[src/rtl/core/assert_macros.svh]
// ----------------------------------------------------------------------------
// Assertion macros
// Shared concurrent assertion forms, clocked on clk and disabled in reset.
// ----------------------------------------------------------------------------
`ifndef ASSERT_MACROS_SVH
`define ASSERT_MACROS_SVH

// Check a property on every rising edge of clk outside reset.
`define ASSERT_CLK(label, prop, msg) \
	label: assert property (@(posedge clk) disable iff (!arst_n) (prop)) else $error(msg);

// Check that the consequent holds in the same cycle as the antecedent.
`define ASSERT_IMPL(label, ante, cons, msg) \
	`ASSERT_CLK(label, (ante) |-> (cons), msg)

// Check that the consequent holds in the cycle after the antecedent.
`define ASSERT_NEXT(label, ante, cons, msg) \
	`ASSERT_CLK(label, (ante) |=> (cons), msg)

`endif

[src/rtl/core/lbc_pkg.sv]
// ----------------------------------------------------------------------------
// LZW byte compressor package
// Shared types and fixed constants of the compressor and its output queue.
// ----------------------------------------------------------------------------
`default_nettype none

package lbc_pkg;

	localparam int BYTE_BITS   = 8;
	localparam int OUT_BITS    = 12;
	localparam int BASE_CODES  = 256;
	localparam int QUEUE_DEPTH = 4;

	// Multiplicative hash constant (golden ratio, 32 bits).
	localparam logic [31:0] HASH_MULT = 32'h9E37_79B1;

	// One result item pushed into the output queue.
	typedef struct packed {
		logic                valid;
		logic [OUT_BITS-1:0] code;
		logic                last;
	} lbc_push_t;

endpackage

`default_nettype wire

[src/rtl/core/lbc_out_if.sv]
// ----------------------------------------------------------------------------
// Code output channel
// Valid/ready channel carrying one emitted code and its last-code mark.
// ----------------------------------------------------------------------------
`default_nettype none

interface lbc_out_if;
	logic        valid;
	logic        ready;
	logic [11:0] code_word;
	logic        last_code;

	modport source (output valid, output code_word, output last_code, input ready);
	modport sink (input valid, input code_word, input last_code, output ready);
endinterface

`default_nettype wire

[src/rtl/core/lbc_out_queue.sv]
// ----------------------------------------------------------------------------
// Output queue
// Small FIFO of result items between the compressor core and the code channel.
// ----------------------------------------------------------------------------
`default_nettype none

module lbc_out_queue (
	input  wire               clk,
	input  wire               arst_n,
	input  lbc_pkg::lbc_push_t push,
	output logic              room,
	lbc_out_if.source         codes
);
	import lbc_pkg::*;

	localparam int PTR_W = $clog2(QUEUE_DEPTH);
	localparam int CNT_W = $clog2(QUEUE_DEPTH + 1);

	logic [OUT_BITS-1:0] code_q [QUEUE_DEPTH];
	logic                last_q [QUEUE_DEPTH];
	logic [PTR_W-1:0]    head_q;
	logic [PTR_W-1:0]    tail_q;
	logic [CNT_W-1:0]    cnt_q;
	logic                pop;

	assign pop         = codes.valid && codes.ready;
	assign codes.valid = (cnt_q != '0);
	assign codes.code_word = code_q[head_q];
	assign codes.last_code = last_q[head_q];
	// room for the two results one byte can cause
	assign room = (cnt_q <= CNT_W'(QUEUE_DEPTH - 2));

	always_ff @(posedge clk or negedge arst_n) begin
		if (!arst_n) begin
			head_q <= '0;
			tail_q <= '0;
			cnt_q  <= '0;
		end else begin
			if (push.valid) begin
				tail_q <= tail_q + PTR_W'(1);
			end
			if (pop) begin
				head_q <= head_q + PTR_W'(1);
			end
			case ({push.valid, pop})
				2'b10:   cnt_q <= cnt_q + CNT_W'(1);
				2'b01:   cnt_q <= cnt_q - CNT_W'(1);
				default: cnt_q <= cnt_q;
			endcase
		end
	end

	always_ff @(posedge clk) begin
		if (push.valid) begin
			code_q[tail_q] <= push.code;
			last_q[tail_q] <= push.last;
		end
	end

endmodule

`default_nettype wire

[src/flat_wrapper.sv]
// flat-port wrapper written by rule: the top's interface ports become plain ports
module lbc_out_queue_flat import lbc_pkg::*;
  (clk, arst_n, push, room, codes_valid, codes_code_word, codes_last_code, codes_ready);
  lbc_out_if codes_i ();
  input  wire clk;
  input  wire arst_n;
  input  lbc_pkg::lbc_push_t push;
  output logic room;
  output wire logic [$bits(codes_i.valid)-1:0] codes_valid;
  output wire logic [$bits(codes_i.code_word)-1:0] codes_code_word;
  output wire logic [$bits(codes_i.last_code)-1:0] codes_last_code;
  input wire logic [$bits(codes_i.ready)-1:0] codes_ready;
  assign codes_valid = codes_i.valid;
  assign codes_code_word = codes_i.code_word;
  assign codes_last_code = codes_i.last_code;
  assign codes_i.ready = codes_ready;
  lbc_out_queue u_core (.clk(clk), .arst_n(arst_n), .push(push), .room(room), .codes(codes_i));
endmodule
[config.mk]
export PLATFORM = sky130hd
export DESIGN_NAME = lbc_out_queue_flat
export DESIGN_NICKNAME = d
export VERILOG_FILES = /design/src/rtl/core/assert_macros.svh /design/src/rtl/core/lbc_pkg.sv /design/src/rtl/core/lbc_out_if.sv /design/src/rtl/core/lbc_out_queue.sv /design/src/flat_wrapper.sv
export SDC_FILE = /design/constraint.sdc
export NUM_CORES = 1
export LEC_CHECK = 0
export BUFFER_PORTS_ARGS = -buffer_cell sky130_fd_sc_hd__buf_4
export CAP_MARGIN = 20
export CORE_MARGIN = 1
export CORE_UTILIZATION = 50
export DETAILED_ROUTE_END_ITERATION = 8
export PLACE_DENSITY = 0.74
export RECOVER_POWER = 100
export SYNTH_ARGS = -nofsm -noshare
export SYNTH_HDL_FRONTEND = slang
export SYNTH_SLANG_ARGS = --single-unit
[constraint.sdc]
create_clock -name clk -period 1.6 [get_ports clk]
set_input_delay 0.16 -clock clk [delete_from_list [all_inputs] [get_ports clk]]
set_output_delay 0.16 -clock clk [all_outputs]
set_load 0.02 [all_outputs]
# Yosys cells after proc, flatten, opt, wreduce, memory -nomap -nowiden
# Memory sizes are Yosys's and may differ from the RTL's.
# Cells that the tools add are included.
[word_totals]
ram_bits = 52
rom_bits = 0
latchBits = 0
memories = 2
regBits = 7
[classes]
bitwise = 0
n_addsub = 4
n_div = 0
mul = 0
order_cmp = 1
n_shift = 0
n_eq_ne = 2
n_reduce_logical = 3
mux = 3
[mem_list]
columns = ["name", "words", "width", "read_ports", "rd_ports_with_merged_regs", "wr", "line", "rtl"]
rows = [
  ["u_core.code_q", 4, 12, 1, 0, 1, "lbc_out_queue.sv:19", "logic [OUT_BITS-1:0] code_q [QUEUE_DEPTH];"],
  ["u_core.last_q", 4, 1, 1, 0, 1, "lbc_out_queue.sv:20", "logic last_q [QUEUE_DEPTH];"],
]
[ops]
columns = ["op", "n"]
rows = [
  ["$pmux 3 s2", 1],
  ["$add 2x1->2 const B", 2],
  ["$add 3x1->3 const B", 1],
  ["$le 3x2->1 const B", 1],
  ["$reduce_bool 3->1", 1],
  ["$sub 3x1->3 const B", 1],
  ["$eq 2x1->1 const B", 1],
  ["$eq 2x2->1 const B", 1],
  ["$mux 1", 2],
  ["$reduce_bool 2->1", 1],
  ["$logic_and 1x1->1", 1],
]

# Longest topological paths before layout
# Gate-level depths: netlist (run 1).
[logic_depth]
word_depth = 4
ltp_mapped = 7
mapped_depth_nobuf = 7

# Worst setup path after synthesis (run 1)
# Ideal clock, no wire load.
[synth_path]
path_type = "register -> register"
start = "register u_core.cnt_q[0]"
end = "register u_core.cnt_q[2]"
path_stages_with_launch = 8
required_ps = 1521
setup_ps = 79
slack_ps = -34
n_path_buf = 0
arrival_time_ps = 1554
synth_period_minus_slack_ps = 1634
path_cell_list = "dfrtp_1 -> o31a_1 -> ha_1 -> inv_1 -> fa_1 -> xor2_1 -> nor2_1 -> xor2_1"
[synth_between]
elab_chain_len = 4
elab_cells_between_ends = 8
cone_classes = "add/sub: 2; eq/ne: 2; mux: 1; reduce/logical: 3"
[synth_rtl]
columns = ["element", "line", "rtl"]
rows = [
  ["from (decl)", "lbc_out_queue.sv:23", "logic [CNT_W-1:0] cnt_q;"],
  ["from (signal assigned)", "lbc_out_queue.sv:46", "2'b10: cnt_q <= cnt_q + CNT_W'(1);"],
  ["from (signal assigned)", "lbc_out_queue.sv:47", "2'b01: cnt_q <= cnt_q - CNT_W'(1);"],
  ["from (signal assigned)", "lbc_out_queue.sv:48", "default: cnt_q <= cnt_q;"],
  ["$reduce_bool 3->1 *", "lbc_out_queue.sv:27", "assign codes.valid = (cnt_q != '0);"],
  ["$logic_and 1x1->1 *", "lbc_out_queue.sv:26", "assign pop = codes.valid && codes.ready;"],
  ["named net u_core.pop", "lbc_out_queue.sv:24", "logic pop;"],
  ["$eq 2x1->1 or $eq 2x2->1 (tied branches)", "lbc_out_queue.sv:45", "case ({push.valid, pop})"],
  ["$pmux 3 s2 or $reduce_bool 2->1 (tied branches)", "-", ""],
]
# The timed path passes the listed nets; every way through them passes the cells marked *.
# A chain may end at the register's enable or synchronous reset.

# Final worst setup path (run 1)
[layout_path]
start = "register u_core.head_q[0]"
end = "output codes_code_word[0]"
[layout_between]
elab_chain_len = 1
[layout_rtl]
columns = ["element", "line", "rtl"]
rows = [
  ["from (decl)", "lbc_out_queue.sv:21", "logic [PTR_W-1:0] head_q;"],
  ["from (signal assigned)", "lbc_out_queue.sv:43", "head_q <= head_q + PTR_W'(1);"],
  ["$mem_v2 4x12", "-", ""],
  ["to (decl)", "flat_wrapper.sv:10", "output wire logic [$bits(codes_i.code_word)-1:0] codes_code_word;"],
]
# No other way between the ends.

==> results.yml, run 1 <==
run_status:
  status: "complete, but fails checks"
  violations: "setup timing"
critical_path:
  r2r_cells: 7
  crit_path_cell_trace: "clkbuf_16, mux4_2, buf_6"
  critPathMaxFanout: 4
  crit_arrival_ns: 1.59
  startpoint_type: "flop"
  worst_r2r_endpoint: "u_core.cnt_q[2]"
  crit_path_end_kind: "output port"
  critPathTopFamily: "multiplexers"
  critPathBufInv: 2
  timing.rr.start: "u_core.cnt_q[1]"
  required_ns: 1.44
  rrSetupSlack_ns: -0.02
  critPathMaxStageDelay_ns: 0.50
  crit_type: "flop to output port"
  cpMaxStageDelayCell: "mux4_2"
route:
  routed_wl_mm: 3.78
  routed_via_density: 5.13
  wl_per_cell_um: 17.0
  vias: 1139
  first_iter_violations: 58
  ant_nets: 0
  dr.pass1.iters: 4
  drc_errors: 0
sta:
  finClkSkew_ns: 0.00644
  finalSetupViolCount: 15
  fmax_mhz: 570
  setup_slack_ns: -0.155
  hold_viol: 0
  fin_crit_sh_pct: 110
  timing.final.max_slew_violations: 0
  tightest_slew_ns: 0.653
  rsz0062_at_grt: "yes"
  slew_headroom_pct: 56.4
  fin_crit_ns: 1.75
cts:
  clock_latency_ns: 0.32
  clock-sinks: 59
  clkTransAtPathRegs_ns: 0.06
  clock_tree.root_cell: "clkbuf_8"
  cts_made_buffers: 9
  htreeDepth: 3
  cts_tree: "done"
  cts.path.max_buffers: 2
synth:
  ys_types: 20
  synthMuxAreaShare_pct: 13.9
  synth-adder-area-share_pct: 3.57
  syn_area_per_cell_um2: 22.0
  synthSimpleGateAreaFrac_pct: 1.84
  synth_top_family_by_area: "multiplexers"
  synth_ff_type: "edfxtp_1"
  synth.net_count: 128
  synth_area_mm2: 0.00231
  synth-compound-area-share_pct: 0.811
  synth_xor_xnor_area_share_pct: 2.27
  async_reset_ff_share_pct: 11.9
  synth_edf_count: 52
  yosysTopAreaCellShare_pct: 67.5
  ys_seq_area_share_pct: 75.1
  ys_top_cells_by_count: "edfxtp_1 (52), mux4_2 (8), dfrtp_1 (7)"
  ys_ff_latch: 59
  yosysTopAreaCell: "edfxtp_1"
  syn_inst: 105
  synth_warnings: 0
  ys_top_cells_by_area: "edfxtp_1 (67%), mux4_2 (7.8%), dfrtp_1 (7.6%)"
  yosysMostFrequentCell: "edfxtp_1"
floorplanning:
  io_pins: 32
  die_y_um: 70.0
  start_util_pct: 52.4
  die_x_um: 70.0
  core_area_mm2: 0.00441
  die-area_mm2: 0.00490
  floorplan.rows: 24
finish:
  final-seq-area_mm2: 0.00174
  design_area_mm2: 0.00292
  finalNonFillerCells: 222
  multi_input_area_um2: 504
  fillers: 320
  syn_to_final_growth_pct: 26.2
  n_antenna_cell: 0
  drive_gt1_share_pct: 38.2
  final_nets: 188
pwr:
  power_mw: 5.72
  powerDensity_mw_per_mm2: 1960
  power_leakage_nw: 1.07
  vdd_drop_max_uv: 955
min_path:
  hold_path_end: "u_core.tail_q[0]"
  hp-start: "push[13]"
  hold_class: "input port to flop"
  min_path_cells: 2
place:
  placed_area_mm2: 0.00271
  place_ws_ns: -0.0630
  dpl.hpwl_mm: 2.50
  place_inst: 200
  place.gp.congestion: 0.710
  port_buffers: 31
global_route:
  overflow: 0
  grt_max_degree: 14
  grt_usage_pct: 18.4
  antenna_found_initial: 0
  grt_pass1_wl_mm: 6.27
  grt_pass1_vias: 1265
job:
  cap_violations: 0
layout make-up:
| type | instances | area share (%) |
|---|---|---|
| clock inverter | 7 | 2.36 |
| multi-input combinational | 37 | 17.3 |
| inverter | 6 | 0.772 |
| clock buffer | 9 | 4.24 |
| timing repair buffer | 52 | 13.6 |
| sequential | 59 | 59.5 |
| tap | 52 | 2.23 |
worst register-to-register path, delay by kind of cell, from the launching register on:
kind | cells | cell delay, ns
buf+inv | 1 | 0.04
fa+ha+maj | 2 | 0.53
compound gates | 1 | 0.18
flops | 1 | 0.35
xor+xnor | 2 | 0.32
simple gates | 1 | 0.10
state kept, by name, indices dropped and copies added, names as in the netlist:
register       cells
u_core.cnt_q       3
u_core.last_q      4
u_core.head_q      2
u_core.tail_q      2
u_core.code_q     48
timing repair:
item / in CTS / in global routing
pin swaps: 2 / 3
hold buffers: 1 / 0
buffers inserted: 3 / 1
setup endpoints to repair: 15 / 15
cloned: 1 / 0
gates resized for setup: 22 / 1
endpoints found under the hold margin: 7 / 0
cells in the final DEF (no fill, tap or decap), types with 2 or more instances in the layout:
cell,Yosys,routed
buf_4,0,10
clkinvlp_4,0,2
clkbuf_8,0,9
clkinv_2,0,3
mux4_2,8,13
clkbuf_1,0,19
xor2_1,4,4
dfrtp_1,7,6
edfxtp_1,52,52
and2_0,0,3
inv_1,6,5
buf_2,1,2
clkbuf_4,0,3
ha_1,5,4
buf_6,1,14
xnor2_1,2,2
nand2_1,2,2
per-stage QoR:
step,utilization (%),TNS (ns),hold WS (ns)
final,66.1,-1.82,0.0591
after global routing,66.1,-2.68,0.0582
after CTS,67.8,-2.25,0.0136
after detailed placement,61.3,-0.104,-0.0208
after global placement,61.3,0,-0.0237
after floorplan,-,0,-0.136
kinds of logic (layout without fill, tap and decap cells):
family / count (synthesis) / count (layout)
muxes: 14 / 14
AOI/OAI and AO/OA: 3 / 3
adders and majority gates: 6 / 6
DFF: 59 / 59
buffers and inverters: 9 / 74
xor gates and xnor gates: 6 / 6
and+or+nand+nor: 8 / 8
where the power goes:
group          switching, mW  leakage (nW)  internal (mW)
clock network          0.561        0.0950          0.711
logic                   1.08         0.412           1.19
registers              0.125         0.559           2.05
total                   1.77          1.07           3.95
worst max-delay path by stage:
stage / startpoint / end / slack (ns) / depth (start not counted)
4_1_cts: u_core.head_q[0] / codes_code_word[10] / -0.20 / 3
6_report: u_core.head_q[0] / codes_code_word[0] / -0.15 / 3
3_5_place_dp: u_core.cnt_q[1] / u_core.cnt_q[1] / -0.06 / 5
2_1_floorplan: u_core.cnt_q[1] / u_core.cnt_q[2] / 0.004 / 7
3_3_place_gp: u_core.cnt_q[1] / u_core.cnt_q[2] / 0.04 / 7
5_1_grt: u_core.head_q[0] / codes_code_word[10] / -0.21 / 3
metal layers:
layer	track usage [%]	share of wire, %	vias up
li1	-	-	535
met1	21.9	42	569
met2	28.7	52	31
met3	7.36	4.9	4
met4	10.0	1.4	0
met5	0	0	-
Note: power is estimated with default switching activity, not from simulation.
==> inputs of run 2 (changes only) <==
Settings changed: PLACE_DENSITY 0.74 to 0.85.
==> run 2 against run 1 <==
Against the previous run: the flow still finishes with violations (setup timing); worst hold slack gained 0.0079 ns; flip-flop and latch count is the same; die area is the same; total power shrank 5.6%; via count grew 0.35%; clock skew grew 0.0025 ns; routed wire length grew 6.0%; register-to-register slack gained 0.03 ns; largest power group is now sequential cells.
==> results.yml, run 2 (same netlist as run 1, synthesis figures left out) <==
route:
  dr.pass1.iters: 4
  first_iter_violations: 74
  vias: 1143
  drc_errors: 0
  ant_nets: 0
  routed_via_density: 5.32
  routed_wl_mm: 4.01
  wl_per_cell_um: 18.7
floorplanning:
  die_x_um: 70.0
  io_pins: 32
  core_area_mm2: 0.00441
  floorplan.rows: 24
  start_util_pct: 52.4
  die_y_um: 70.0
  die-area_mm2: 0.00490
sta:
  rsz0062_at_grt: "yes"
  tightest_slew_ns: 0.676
  hold_viol: 0
  setup_slack_ns: -0.138
  timing.final.max_slew_violations: 0
  slew_headroom_pct: 55.0
  finalSetupViolCount: 13
  fin_crit_sh_pct: 109
  fmax_mhz: 576
  finClkSkew_ns: 0.00899
  fin_crit_ns: 1.74
pwr:
  vdd_drop_max_uv: 788
  power_leakage_nw: 1.03
  powerDensity_mw_per_mm2: 1910
  power_mw: 5.40
finish:
  mostFrequentLayoutCells: "edfxtp_1 (52), clkbuf_1 (16), buf_6 (16), mux4_2 (13), clkbuf_8 (9)"
  largest_reg_flops: 48
  n_antenna_cell: 0
  finalNonFillerCells: 215
  fillers: 310
  final_nets: 181
  top_regs: "u_core.code_q x48, u_core.last_q x4, u_core.cnt_q x3"
  regMostFlops: "u_core.code_q"
  final_common_cell: "edfxtp_1"
  syn_to_final_growth_pct: 22.0
  drive_gt1_share_pct: 36.2
cts:
  htreeDepth: 3
  cts_tree: "done"
  clkTransAtPathRegs_ns: 0.06
  cts.path.max_buffers: 2
  clock_tree.root_cell: "clkbuf_8"
  cts_made_buffers: 9
  clock-sinks: 59
  clock_latency_ns: 0.33
critical_path:
  crit_top_cell: "buf_6"
  crit_arrival_ns: 1.58
  required_ns: 1.44
  crit_type: "flop to output port"
  rrSetupSlack_ns: 0.01
  cpMaxStageDelayCell: "mux4_2"
  critPathMaxStageDelay_ns: 0.54
  critPathMaxFanout: 6
  startpoint_type: "flop"
  crit_path_cell_trace: "buf_6, mux4_2, buf_6"
  crit_path_end_kind: "output port"
run_status:
  status: "complete, but fails checks"
  violations: "setup timing"
global_route:
  antenna_found_initial: 0
  grt_pass1_vias: 1311
  grt_usage_pct: 18.7
  overflow: 0
  grt_max_degree: 14
  grt_pass1_wl_mm: 6.38
place:
  dpl.hpwl_mm: 2.76
  port_buffers: 31
  place.gp.congestion: 0.691
  place_inst: 195
job:
  cap_violations: 0
min_path:
  hold_class: "input port to flop"
-- run 2: final cells by class --
type / count / area [um^2] / share of cell area (%)
Clock buffer: 9 / 124 / 4.39
Sequential cell: 59 / 1740 / 61.5
Multi-Input combinational cell: 37 / 509 / 18.0
Clock inverter: 7 / 35.0 / 1.24
Timing Repair Buffer: 45 / 330 / 11.7
Inverter: 6 / 22.5 / 0.798
Tap cell: 52 / 65.1 / 2.30
-- run 2: worst paths after layout --
path | from | endpoint | cells past startpoint
worst max register to register | u_core.cnt_q[0] | u_core.cnt_q[1] | 5
worst min-delay path | push[13] | u_core.tail_q[0] | 2
worst min register to register | u_core.head_q[1] | u_core.head_q[1] | 1
worst max-delay path | u_core.head_q[0] | codes_code_word[6] | 3
max in group asynchronous | arst_n | u_core.head_q[1] | 2
min in group asynchronous | arst_n | u_core.cnt_q[0] | 2
-- run 2: stage by stage --
step	hold WS [ns]	setup TNS [ns]	instance area (um^2)	setup WS, ns	util [%]
after floorplan	-0.136	0	2320	0.00388	-
after global placement	-0.0263	0	2660	0.0410	60.1
after detailed placement	-0.0204	-0.0808	2660	-0.0417	60.1
after CTS	0.0108	-1.94	2880	-0.167	65.3
after global routing	0.0531	-2.58	2820	-0.211	63.9
final	0.0670	-1.53	2820	-0.138	63.9
-- run 2: timing repair --
| action | in CTS | in global routing |
|---|---|---|
| hold endpoints to repair | 7 | 0 |
| cloned | 0 | 0 |
| endpoints found under the setup margin | 15 | 16 |
| gates resized for setup | 21 | 2 |
| pin swaps | 3 | 0 |
| hold buffers | 1 | 0 |
| setup buffers | 3 | 0 |
-- run 2: worst max-delay path: cells and delay by family (launching register included) --
family | cells | cell delay, ns
DFF | 1 | 0.40
muxes | 1 | 0.54
buffers and inverters | 2 | 0.32
-- run 2: power breakdown --
group / total (mW) / internal (mW) / switching (mW)
clock: 1.09 / 0.538 / 0.551
sequential: 2.18 / 2.05 / 0.130
combinational: 2.13 / 1.08 / 1.06
-- run 2: routing by layer --
metal	vias up	global-route usage, %	share of wire [%]
met2	40	32.9	56
met4	0	9.33	2.5
li1	518	-	-
met1	574	19.8	37
met5	-	0	0
met3	11	6.64	4.3
==> inputs of run 3 (changes only) <==
Settings changed: ABC_AREA set to 1, CORE_UTILIZATION 50 to 51, CTS_CLUSTER_SIZE set to 20.
==> run 3 against run 2 <==
Against the previous run: the run still ends with setup timing left; routed wire length grew 25%; combinational power grew 37%; fmax grew 2.5%; worst hold slack gained 0.0036 ns; synthesized cell count grew 99%; final cell count grew 55%; critical path depth grew 5; clock skew is essentially flat; synthesized area grew 9.8%; final area grew 15%; die area grew 7.5%; critical endpoint is now u_core.cnt_q[1]; largest cell class unchanged; largest power group is now combinational logic; highest routed layer unchanged.
==> results.yml, run 3 <==
finish:
  syn_to_final_growth_pct: 27.6
  final-seq-area_mm2: 0.00174
  final_nets: 285
  design_area_mm2: 0.00324
  utilization_pct: 68.2
  top_regs: "u_core.code_q x48, u_core.last_q x4, u_core.cnt_q x3"
  fillers: 345
  drive_gt1_share_pct: 26.2
  finalNonFillerCells: 334
  mostFrequentLayoutCells: "nand2_1 (52), edfxtp_1 (52), inv_1 (35), o211ai_1 (23), buf_4 (22)"
  largest_reg_flops: 48
  multi_input_area_um2: 616
  n_antenna_cell: 0
  regMostFlops: "u_core.code_q"
synth:
  ys_top_cells_by_area: "edfxtp_1 (61%), nand2_1 (8.4%), dfrtp_1 (6.9%)"
  synth_edf_count: 52
  syn_area_per_cell_um2: 12.2
  ys_top_cells_by_count: "nand2_1 (57), edfxtp_1 (52), inv_1 (40)"
  ys_types: 20
  synth_ff_type: "edfxtp_1"
  yosysTopAreaCellShare_pct: 61.4
  yosysTopAreaCell: "edfxtp_1"
  syn_inst: 209
  ys_ff_latch: 59
  async_reset_ff_share_pct: 11.9
  ys_seq_area_share_pct: 68.3
  yosysMostFrequentCell: "nand2_1"
  synth_area_mm2: 0.00254
  synth.net_count: 232
  synth_warnings: 0
route:
  ant_nets: 0
  dr.pass1.iters: 4
  first_iter_violations: 164
  drc_errors: 0
  wl_per_cell_um: 15.0
  routed_wl_mm: 5.02
  vias: 1694
  routed_via_density: 5.07
pwr:
  seqPwrFrac_pct: 33.2
  vdd_drop_max_uv: 1100
  p_int_mw: 4.19
  switching_share_pct: 36.1
  p_comb_share_pct: 44.6
  powerDensity_mw_per_mm2: 2020
  power_leakage_nw: 1.39
  clockPowerShare_pct: 22.2
  total_switching_power_mw: 2.37
floorplanning:
  die_x_um: 72.6
  start_util_pct: 53.4
  core_area_mm2: 0.00475
  die-area_mm2: 0.00527
  io_pins: 32
  die_y_um: 72.6
  floorplan.rows: 25
cts:
  cts.path.max_buffers: 2
  htreeDepth: 3
  clock_tree.root_cell: "clkbuf_8"
  cts_made_buffers: 9
  clock_latency_ns: 0.34
  clock-sinks: 59
  clkTransAtPathRegs_ns: 0.06
  cts_tree: "done"
critical_path:
  critPathMaxFanout: 3
  required_ns: 1.85
  crit_arrival_ns: 1.95
  crit_path_end_kind: "flop"
  crit_type: "flop to flop"
  startpoint_type: "flop"
sta:
  fmax_mhz: 590
  fin_crit_sh_pct: 106
  rsz0062_at_grt: "yes"
  finClkSkew_ns: 0.00888
  fin_crit_ns: 1.69
  tns_ns: -0.229
  slew_headroom_pct: 74.9
  hold_viol: 0
  timing.final.max_slew_violations: 0
  tightest_slew_ns: 0.377
  setup_slack_ns: -0.0946
  finalSetupViolCount: 5
global_route:
  grt_pass1_wl_mm: 7.47
  grt_usage_pct: 20.4
  grt_use_met2_pct: 32.1
  grt_max_degree: 22
  use_met3_pct: 7.46
  antenna_found_initial: 0
  busiest_layer: "met2"
  grt_pass1_vias: 1597
  met1_usage_pct: 23.4
  overflow: 0
run_status:
  violations: "setup timing"
  status: "complete, but fails checks"
place:
  place.gp.congestion: 0.809
  place_inst: 307
  dpl.hpwl_mm: 2.75
  port_buffers: 31
  placed_area_mm2: 0.00288
job:
  cap_violations: 0
min_path:
  hold_class: "input port to flop"
[run 3: power by group through the flow]
| stage | Clock, mW | Sequential (mW) | Combinational [mW] |
|---|---|---|---|
| final | 1.46 | 2.18 | 2.92 |
| after CTS | 1.47 | 2.17 | 2.68 |
| after floorplan | 0 | 2.17 | 1.59 |
| after global placement | 0 | 2.19 | 2.28 |
| after detailed placement | 0 | 2.20 | 2.36 |
| after global routing | 1.54 | 2.20 | 3.17 |
[run 3: final cells by class]
| cell class | count | share of cell area [%] |
|---|---|---|
| clock inverter | 7 | 2.85 |
| timing repair buffer | 51 | 13.2 |
| clock buffer | 9 | 3.82 |
| sequential | 59 | 53.5 |
| inverter | 42 | 5.02 |
| multi-input combinational | 99 | 19.0 |
| tap | 67 | 2.58 |
[run 3: worst paths after layout]
path	start	endpoint	slack, ns	depth (start not counted)
min in group asynchronous	arst_n	u_core.head_q[0]	0.25	2
max	u_core.cnt_q[2]	u_core.cnt_q[1]	-0.09	8
min	push[13]	u_core.tail_q[0]	0.07	2
max reg2reg	u_core.cnt_q[2]	u_core.cnt_q[1]	-0.09	8
max in group asynchronous	arst_n	u_core.cnt_q[2]	1.08	2
min reg2reg	u_core.tail_q[0]	u_core.tail_q[0]	0.55	1
[run 3: critical path: stages, from the launching register on]
cell and delay [ns]:
dfrtp_1 0.39, inv_1 0.13, nand3_4 0.11, nand2_4 0.10, inv_2 0.05, ha_4 0.17
inv_4 0.06, fa_2 0.43, o21ai_1 0.18
[run 3: timing repair]
action,in CTS,in global routing
hold buffers,1,0
resized for setup,12,18
endpoints found under the setup margin,10,15
gates cloned,1,0
setup buffers,5,4
pin swaps,2,9
endpoints found under the hold margin,7,0
[run 3: metal layers]
| layer | routed length [um] | vias up |
|---|---|---|
| met1 | 1930 | 806 |
| met4 | 191 | 0 |
| met5 | 0 | - |
| met2 | 2590 | 64 |
| met3 | 304 | 20 |
| li1 | - | 804 |
[run 3: stage by stage]
step	hold WS [ns]	power, mW	setup slack [ns]
after floorplan	-0.136	3.77	0.00763
after global placement	-0.0226	4.47	0.0291
after detailed placement	-0.0228	4.57	-0.0878
after CTS	0.00608	6.32	-0.0624
after global routing	0.0799	6.91	-0.131
final	0.0706	6.56	-0.0946
[run 3: logic make-up after synthesis]
logic type | Yosys count | synth area share (%)
XOR/XNOR | 2 | 0.689
buffers and inverters | 51 | 9.40
adder cells (fa/ha/maj) | 6 | 3.25
flip-flops | 59 | 68.3
AO/OA/AOI/OAI | 29 | 8.86
AND/OR/NAND/NOR | 62 | 9.45
